`src/hdl/slc_pkg.sv`:
```
// Package for the source line classifier: line class codes, register
// indexes, byte constants and marker helpers. No dependencies.
`default_nettype none

package slc_pkg;

    // Line classes as carried on the result channel
    typedef enum logic [1:0] {
        CLS_CODE   = 2'd0,
        CLS_BLANK  = 2'd1,
        CLS_SINGLE = 2'd2,
        CLS_BLOCK  = 2'd3
    } line_class_t;

    localparam int CFG_IDX_BITS = 3;
    localparam int MARKER_BITS  = 32;
    localparam int LEN_BITS     = 3;

    // Configuration register indexes
    localparam logic [CFG_IDX_BITS-1:0] REG_SINGLE_MARKER = 3'd0;
    localparam logic [CFG_IDX_BITS-1:0] REG_SINGLE_LEN    = 3'd1;
    localparam logic [CFG_IDX_BITS-1:0] REG_OPEN_MARKER   = 3'd2;
    localparam logic [CFG_IDX_BITS-1:0] REG_OPEN_LEN      = 3'd3;
    localparam logic [CFG_IDX_BITS-1:0] REG_CLOSE_MARKER  = 3'd4;
    localparam logic [CFG_IDX_BITS-1:0] REG_CLOSE_LEN     = 3'd5;

    // Reset values of the configuration registers
    localparam logic [MARKER_BITS-1:0] SINGLE_MARKER_RST = 32'h0000_2F2F;
    localparam logic [MARKER_BITS-1:0] OPEN_MARKER_RST   = 32'h0000_2A2F;
    localparam logic [MARKER_BITS-1:0] CLOSE_MARKER_RST  = 32'h0000_2F2A;
    localparam logic [LEN_BITS-1:0]    SINGLE_LEN_RST    = 3'd2;
    localparam logic [LEN_BITS-1:0]    OPEN_LEN_RST      = 3'd2;
    localparam logic [LEN_BITS-1:0]    CLOSE_LEN_RST     = 3'd2;

    localparam logic [7:0] CH_NEWLINE = 8'd10;
    localparam logic [7:0] CH_SPACE   = 8'd32;
    localparam logic [7:0] CH_TAB     = 8'd9;

    localparam int MARKER_BYTES_DEF = 4;
    localparam int COUNT_BITS_DEF   = 32;

    // Byte idx of a marker, first byte lowest; bytes past the register are zero
    function automatic logic [7:0] marker_byte(input logic [MARKER_BITS-1:0] marker,
                                               input int idx);
        logic [7:0] b;
        b = 8'd0;
        if (idx >= 0 && idx < MARKER_BITS / 8) begin
            b = marker[8*idx +: 8];
        end
        return b;
    endfunction

    // Length clipped to the number of marker bytes the design keeps
    function automatic int eff_len(input logic [LEN_BITS-1:0] len, input int max_bytes);
        int l;
        l = int'(len);
        if (l > max_bytes) begin
            l = max_bytes;
        end
        return l;
    endfunction

endpackage

`default_nettype wire

```
`src/hdl/source_line_classifier_core.sv`:
```
// Source line classifier core: classifies text lines byte by byte and
// keeps saturating code and non-code line counts. Depends on slc_pkg.
//
// Usage: bytes of a text file enter on the s_ channel (s_ch, with
// s_last_in_file marking the final byte of a file). One result item leaves
// on the m_ channel for every finished line: a line ends at byte 10 or at
// the final byte of a file. Bytes that do not end a line give no result.
// The cfg channel writes the marker and length registers (index, data); it is
// always ready and is to be used only while the block is idle; it does not check it.
// Timing: an accepted byte is held in the input register, then classified;
// a line-ending byte's result goes to the output register, which drives m_.
// Throughput: one byte per cycle unless a line-ending byte stalls; per-line
// state is updated by a single compare pass over input and state registers.
// Stall: while m_ready is low and a result waits, bytes that end no line
// keep flowing; a line-ending byte waits in the input register, and
// s_ready falls only then.
// Reset (aresetn low, synchronous): markers return to "//", "/*", "*/",
// block mode and both counters clear, both channels empty.
`default_nettype none

module source_line_classifier_core
    import slc_pkg::*;
#(
    parameter int MARKER_BYTES = MARKER_BYTES_DEF,
    parameter int COUNT_BITS   = COUNT_BITS_DEF
) (
    input  wire logic                    aclk,
    input  wire logic                    aresetn,
    // Configuration writes
    input  wire logic                    cfg_valid,
    output logic                         cfg_ready,
    input  wire logic [CFG_IDX_BITS-1:0] cfg_index,
    input  wire logic [MARKER_BITS-1:0]  cfg_data,
    // Byte input
    input  wire logic                    s_valid,
    output logic                         s_ready,
    input  wire logic [7:0]              s_ch,
    input  wire logic                    s_last_in_file,
    // Line results
    output logic                         m_valid,
    input  wire logic                    m_ready,
    output logic [1:0]                   m_line_class,
    output logic [31:0]                  m_code_lines,
    output logic [31:0]                  m_other_lines,
    output logic                         m_file_done
);

    localparam int PW = $clog2(MARKER_BYTES + 1);
    localparam int TW = 8 * MARKER_BYTES;

    // Configuration registers
    logic [MARKER_BITS-1:0] single_marker_reg, open_marker_reg, close_marker_reg;
    logic [LEN_BITS-1:0]    single_len_reg, open_len_reg, close_len_reg;

    // Input register
    logic       in_valid_reg;
    logic [7:0] ch_reg;
    logic       last_reg;

    // Line state
    logic                  in_block_reg, in_block_next;
    logic                  started_reg, started_next;
    logic                  nonblank_reg, nonblank_next;
    logic [PW-1:0]         prefix_pos_reg, prefix_pos_next;
    logic                  single_match_reg, single_match_next;
    logic                  open_match_reg, open_match_next;
    logic [TW-1:0]         tail_reg, tail_next;
    logic [PW-1:0]         search_count_reg, search_count_next;
    logic                  close_seen_reg, close_seen_next;
    logic [COUNT_BITS-1:0] code_count_reg, code_count_next;
    logic [COUNT_BITS-1:0] other_count_reg, other_count_next;

    // Output register
    logic        out_valid_reg;
    line_class_t out_class_reg;
    logic        out_done_reg;
    logic [31:0] out_code_reg;
    logic [31:0] out_other_reg;
    line_class_t cls_next;

    logic emit;
    logic advance;

    assign cfg_ready = 1'b1;

    always_ff @(posedge aclk) begin
        if (!aresetn) begin
            single_marker_reg <= SINGLE_MARKER_RST;
            single_len_reg    <= SINGLE_LEN_RST;
            open_marker_reg   <= OPEN_MARKER_RST;
            open_len_reg      <= OPEN_LEN_RST;
            close_marker_reg  <= CLOSE_MARKER_RST;
            close_len_reg     <= CLOSE_LEN_RST;
        end else if (cfg_valid) begin
            unique case (cfg_index)
                REG_SINGLE_MARKER: single_marker_reg <= cfg_data;
                REG_SINGLE_LEN:    single_len_reg    <= cfg_data[LEN_BITS-1:0];
                REG_OPEN_MARKER:   open_marker_reg   <= cfg_data;
                REG_OPEN_LEN:      open_len_reg      <= cfg_data[LEN_BITS-1:0];
                REG_CLOSE_MARKER:  close_marker_reg  <= cfg_data;
                REG_CLOSE_LEN:     close_len_reg     <= cfg_data[LEN_BITS-1:0];
                default: ;
            endcase
        end
    end

    // A line-ending byte needs room in the output register; others never wait
    assign emit    = in_valid_reg && ((ch_reg == CH_NEWLINE) || last_reg);
    assign advance = in_valid_reg && (!emit || !out_valid_reg || m_ready);
    assign s_ready = !in_valid_reg || advance;

    always_ff @(posedge aclk) begin
        if (!aresetn) begin
            in_valid_reg <= 1'b0;
        end else if (s_ready) begin
            in_valid_reg <= s_valid;
        end
    end

    always_ff @(posedge aclk) begin
        if (s_ready && s_valid) begin
            ch_reg   <= s_ch;
            last_reg <= s_last_in_file;
        end
    end

    always_comb begin
        logic is_nl;
        logic proc;
        logic hit;
        logic found;
        int   p_i;
        int   sl;
        int   ol;
        int   cl;
        int   start;
        int   j;

        is_nl = (ch_reg == CH_NEWLINE);
        sl    = eff_len(single_len_reg, MARKER_BYTES);
        ol    = eff_len(open_len_reg, MARKER_BYTES);
        cl    = eff_len(close_len_reg, MARKER_BYTES);
        p_i   = int'(prefix_pos_reg);
        hit   = 1'b0;
        found = 1'b0;
        start = 0;
        j     = 0;

        in_block_next     = in_block_reg;
        started_next      = started_reg;
        nonblank_next     = nonblank_reg;
        prefix_pos_next   = prefix_pos_reg;
        single_match_next = single_match_reg;
        open_match_next   = open_match_reg;
        tail_next         = tail_reg;
        search_count_next = search_count_reg;
        close_seen_next   = close_seen_reg;
        code_count_next   = code_count_reg;
        other_count_next  = other_count_reg;
        cls_next          = CLS_CODE;

        // Leading blanks are skipped; everything from the first non-blank on is taken
        proc = !is_nl && (nonblank_reg || ((ch_reg != CH_SPACE) && (ch_reg != CH_TAB)));

        if (proc) begin
            nonblank_next = 1'b1;
            if (p_i < sl && ch_reg != marker_byte(single_marker_reg, p_i)) begin
                single_match_next = 1'b0;
            end
            if (p_i < ol && ch_reg != marker_byte(open_marker_reg, p_i)) begin
                open_match_next = 1'b0;
            end
            start = started_reg ? 0 : ol;
            if (p_i >= start) begin
                tail_next = (tail_reg << 8) | TW'(ch_reg);
                if (int'(search_count_reg) < MARKER_BYTES) begin
                    search_count_next = search_count_reg + PW'(1);
                end
                if (cl > 0 && int'(search_count_next) >= cl) begin
                    hit = 1'b1;
                    for (int i = 0; i < MARKER_BYTES; i++) begin
                        if (i < cl) begin
                            j = cl - 1 - i;
                            if (tail_next[8*j +: 8] != marker_byte(close_marker_reg, i)) begin
                                hit = 1'b0;
                            end
                        end
                    end
                    if (hit) begin
                        close_seen_next = 1'b1;
                    end
                end
            end
            if (p_i < MARKER_BYTES) begin
                prefix_pos_next = prefix_pos_reg + PW'(1);
            end
        end

        if (emit) begin
            found = close_seen_next || (cl == 0);
            priority if (started_reg) begin
                cls_next = CLS_BLOCK;
                if (found) begin
                    in_block_next = 1'b0;
                end
            end else if (!nonblank_next) begin
                cls_next = CLS_BLANK;
            end else if (single_match_next && int'(prefix_pos_next) >= sl) begin
                cls_next = CLS_SINGLE;
            end else if (open_match_next && int'(prefix_pos_next) >= ol) begin
                cls_next = CLS_BLOCK;
                if (!found) begin
                    in_block_next = 1'b1;
                end
            end else begin
                cls_next = CLS_CODE;
            end

            if (cls_next == CLS_CODE) begin
                if (code_count_reg != '1) begin
                    code_count_next = code_count_reg + COUNT_BITS'(1);
                end
            end else begin
                if (other_count_reg != '1) begin
                    other_count_next = other_count_reg + COUNT_BITS'(1);
                end
            end
            if (last_reg) begin
                in_block_next = 1'b0;
            end

            // Start the next line
            started_next      = in_block_next;
            nonblank_next     = 1'b0;
            prefix_pos_next   = '0;
            single_match_next = 1'b1;
            open_match_next   = 1'b1;
            tail_next         = '0;
            search_count_next = '0;
            close_seen_next   = 1'b0;
        end
    end

    always_ff @(posedge aclk) begin
        if (!aresetn) begin
            in_block_reg     <= 1'b0;
            started_reg      <= 1'b0;
            nonblank_reg     <= 1'b0;
            prefix_pos_reg   <= '0;
            single_match_reg <= 1'b1;
            open_match_reg   <= 1'b1;
            tail_reg         <= '0;
            search_count_reg <= '0;
            close_seen_reg   <= 1'b0;
            code_count_reg   <= '0;
            other_count_reg  <= '0;
        end else if (advance) begin
            in_block_reg     <= in_block_next;
            started_reg      <= started_next;
            nonblank_reg     <= nonblank_next;
            prefix_pos_reg   <= prefix_pos_next;
            single_match_reg <= single_match_next;
            open_match_reg   <= open_match_next;
            tail_reg         <= tail_next;
            search_count_reg <= search_count_next;
            close_seen_reg   <= close_seen_next;
            code_count_reg   <= code_count_next;
            other_count_reg  <= other_count_next;
        end
    end

    always_ff @(posedge aclk) begin
        if (!aresetn) begin
            out_valid_reg <= 1'b0;
        end else if (advance && emit) begin
            out_valid_reg <= 1'b1;
        end else if (m_ready) begin
            out_valid_reg <= 1'b0;
        end
    end

    always_ff @(posedge aclk) begin
        if (advance && emit) begin
            out_class_reg <= cls_next;
            out_done_reg  <= last_reg;
            out_code_reg  <= 32'(code_count_next);
            out_other_reg <= 32'(other_count_next);
        end
    end

    assign m_valid       = out_valid_reg;
    assign m_line_class  = out_class_reg;
    assign m_file_done   = out_done_reg;
    assign m_code_lines  = out_code_reg;
    assign m_other_lines = out_other_reg;

`ifndef SYNTH
    // Never overwrite a result that is still waiting
    assert property (@(posedge aclk) disable iff (!aresetn)
        (advance && emit) |-> (!out_valid_reg || m_ready))
        else $error("line result overwritten while stalled");

    // A line that began in block mode is always a block comment line
    assert property (@(posedge aclk) disable iff (!aresetn)
        (advance && emit && started_reg) |-> (cls_next == CLS_BLOCK))
        else $error("block-mode line not classed as block comment");

    // File end leaves no block mode behind
    assert property (@(posedge aclk) disable iff (!aresetn)
        (advance && emit && last_reg) |=> (!in_block_reg && !started_reg))
        else $error("block mode survived end of file");

    // A counted code line leaves a nonzero code count
    assert property (@(posedge aclk) disable iff (!aresetn)
        (advance && emit && cls_next == CLS_CODE) |=> (code_count_reg != '0))
        else $error("code count did not advance");

    // Bytes that end no line leave both counters alone
    assert property (@(posedge aclk) disable iff (!aresetn)
        (advance && !emit) |=> ($stable(code_count_reg) && $stable(other_count_reg)))
        else $error("counter moved without a finished line");
`endif

endmodule

`default_nettype wire
```
`config.mk`:
```
export PLATFORM = sky130hd
export DESIGN_NAME = source_line_classifier_core
export DESIGN_NICKNAME = d
export VERILOG_FILES = /design/src/hdl/slc_pkg.sv /design/src/hdl/source_line_classifier_core.sv
export SDC_FILE = /design/constraint.sdc
export NUM_CORES = 1
export LEC_CHECK = 0
export BUFFER_PORTS_ARGS = -buffer_cell sky130_fd_sc_hd__buf_2
export CAP_MARGIN = 20
export CORE_MARGIN = 3
export CORE_UTILIZATION = 55
export DETAILED_ROUTE_END_ITERATION = 8
export PLACE_DENSITY = 0.74
export SETUP_SLACK_MARGIN = 0.2
export SLEW_MARGIN = 30
export SYNTH_ARGS = -nofsm -noshare
export SYNTH_HDL_FRONTEND = slang
export SYNTH_SLANG_ARGS = --single-unit
```
`constraint.sdc`:
```
create_clock -name aclk -period 5.35 [get_ports aclk]
set_input_delay 0.535 -clock aclk [delete_from_list [all_inputs] [get_ports aclk]]
set_output_delay 0.535 -clock aclk [all_outputs]
set_load 0.03 [all_outputs]
```
==> results.cfg <==
[clocking]
root_buffer = clkbuf_16
clockBufferDepth = 3
clk_latency_ns = 0.55
clock_sinks = 282
clkTransAtPathRegs_ns = 0.06
cts_hold_buf = 0
cts_tree = yes
cts_buffers = 29
ctsResizeCount = 0
cts_setup_buffers = 0
cts.htree.levels = 1

[power]
leakagePower_nw = 5.75
power.total_mw = 4.86
power_density_mw_per_mm2 = 304
irDropWorstVdd_uv = 236

[grt]
grt_max_degree = 95
antenna_found_initial = 0
grt_use_total = 0.245
grt_pass1_wl_um = 56900
first_global_vias = 11100
grt-ovfl-total = 0

[critical_path]
crit_type = register to register
crit_start = ch_reg[4]
end_kind = register
timing.rr.start = ch_reg[4]
cp-start-kind = register
critPathArrivalTime_ns = 5.16
required_ns = 5.80
path_max_fanout = 27

[yosys]
synth_top_family_by_area = simple AND/OR/NAND/NOR gates
syn_area_per_cell_sq_um = 9.05
synth_nets = 1632
synth_adder_area_share = 0.0213
synth_compound_area_frac = 0.0990
syn_area_sq_mm = 0.0141
ys.flop_type = dfxtp_1
ys_ff_latch = 282
synthXorXnorAreaFrac = 0.0832
yosysSeqAreaShare = 0.454
yosys_warnings = 0
synthSimpleGateAreaFrac = 0.234
synth_edf_count = 76
async_flop_share = 0
synth_cell_types = 61
synth_cells = 1559
yosys-mux-area-fraction = 0.0741

[detailed_routing]
dr.pass1.iters = 5
wl_per_cell_um = 17.5
vias = 11600
route.detailed.drc = 0
drt_first_iter_violations = 977
antenna_left = 0
vias_per_cell = 5.85
drt-total-wl_um = 34600

[outcome]
status = finished, final reports clean

[sta]
finalSetupViolCount = 0
layout_min_cycle_time_ns = 4.70
relSlewSlack = 0.394
rsz0062_at_grt = no
final_max_slew_viol_count = 0
max_freq_ghz = 0.213
skew_ns = 0.0159
worstMarginPinSlew_ns = 0.908
final.period_utilization = 0.879
final.setup.tns_ns = 0
hold_violations = 0

[die]
io_pins = 119
core_sq_mm = 0.0247
die_width_um = 166
start_util = 0.570
num_rows = 57
die_h_um = 166
die-area_sq_mm = 0.0276

[final_layout]
fill_cells = 2064
antenna_cells = 0
syn2layout_area_growth_pct = 13.4
stdcell_area_sq_mm = 0.0160
stdcell_count = 1979
utilization = 0.647
nNetsFinal = 1705
drive_gt1_frac = 0.153

[placed_design]
port_buffers = 117
place_area_sq_mm = 0.0149
place_inst = 1925
gp_congestion = 0.890
dp_hpwl_um = 23500

[min_path]
hp-start = s_ch[5]
min_path_type = primary input to register

[run]
drv_cap = 0
## power by group
part	internal [mW]	switching (mW)	leakage, nW
combinational	0.119	0.251	2.92
sequential	2.23	0.0304	2.30
clock	1.39	0.838	0.528
## cell families (layout without fill, tap and decap cells)
| family | after synthesis | count (layout) |
|---|---|---|
| buffers and inverters | 123 | 219 |
| multiplexers | 64 | 64 |
| flip-flops | 282 | 282 |
| AO/OA/AOI/OAI | 231 | 231 |
| adder cells (fa/ha/maj) | 24 | 24 |
| AND/OR/NAND/NOR | 700 | 700 |
| XOR/XNOR | 134 | 134 |
| other | 1 | 1 |
## synthesized netlist by cell type (17+ instances only)
cell type    n  area (sq um)
nor4_1      28           175
nand2_1    272          1020
nand4_1     19           119
xor2_1      39           342
mux2i_1     28           280
a21oi_1     99           495
inv_1       18          67.6
mux4_2      32           721
nor3_1      19          95.1
nand2b_1    17           106
ha_1        24           300
and2_1      17           106
nand3_1     85           425
xnor2_1     95           832
dfxtp_1    206          4120
clkbuf_1    86           323
o21ai_0     44           220
edfxtp_1    76          2280
a22oi_1     33           248
nor2_1     153           574
## final timing paths
kind / slack [ns] / depth (start not counted) / to
max reg2reg: 0.65 / 13 / other_count_reg[21]
min: 0.19 / 1 / ch_reg[5]
max: 0.65 / 13 / other_count_reg[21]
min reg2reg: 0.45 / 2 / open_marker_reg[15]
## layout make-up
cell class / count / area (sq um) / share of cell area
multi-input cells: 1154 / 7220 / 0.452
flip-flops and latches: 282 / 6410 / 0.400
clock buffers: 44 / 895 / 0.0559
repair buffers: 146 / 816 / 0.0510
well taps: 324 / 405 / 0.0253
clock inverters: 10 / 178 / 0.0111
inverters: 19 / 76.3 / 0.00477
## critical path, stage by stage, from the launching register on
cell	delay (ns)
edfxtp_1	0.55
nor4_1	0.71
o21ai_1	0.36
nor2b_1	0.29
mux2_2	0.32
ha_1	0.30
a21oi_1	0.06
nor2b_1	0.11
o21ai_0	0.19
o221ai_4	0.50
nand2_1	0.20
buf_4	0.26
or4_1	0.55
a21oi_1	0.23
## per-stage QoR
| stage | hold WS, ns | worst slack (ns) |
|---|---|---|
| 2_1_floorplan | 0.420 | 1.31 |
| 3_5_place_dp | 0.442 | 0.676 |
| 4_1_cts | 0.173 | 0.669 |
| 6_report | 0.187 | 0.646 |
| 3_3_place_gp | 0.439 | 0.847 |
| 5_1_grt | 0.170 | 0.312 |
## layout by cell type (no fill, tap or decap), types with 5 or more instances in the layout
master       n
a21o_1       7
a21oi_1     99
a22oi_1     33
a31oi_1     15
and2_1      16
and3_1      14
buf_2      117
buf_4       28
bufinv_16    5
clkbuf_1     6
clkbuf_16   31
clkbuf_8     7
dfxtp_1    206
edfxtp_1    76
ha_1        24
inv_1       17
mux2i_1     28
mux4_2      32
nand2_1    271
nand2b_1    17
nand3_1     85
nand3b_1     8
nand4_1     19
nor2_1     152
nor2b_1     12
nor3_1      19
nor3b_1      6
nor4_1      28
nor4bb_1    13
o21ai_0     44
o21ai_1      5
o31ai_1      9
or2_2        6
or3_1        5
or4_1       11
xnor2_1     95
xor2_1      39
## layer usage
| layer | wire (um) | up-vias | global-route usage | part of all wire |
|---|---|---|---|---|
| li1 | - | 5618 | - | - |
| met1 | 15100 | 5486 | 0.334 | 0.44 |
| met2 | 16200 | 398 | 0.405 | 0.47 |
| met3 | 2030 | 74 | 0.0298 | 0.059 |
| met4 | 1230 | 0 | 0.0875 | 0.036 |
| met5 | 0 | - | 0 | 0 |
Note: power is estimated with default switching activity, not from simulation.
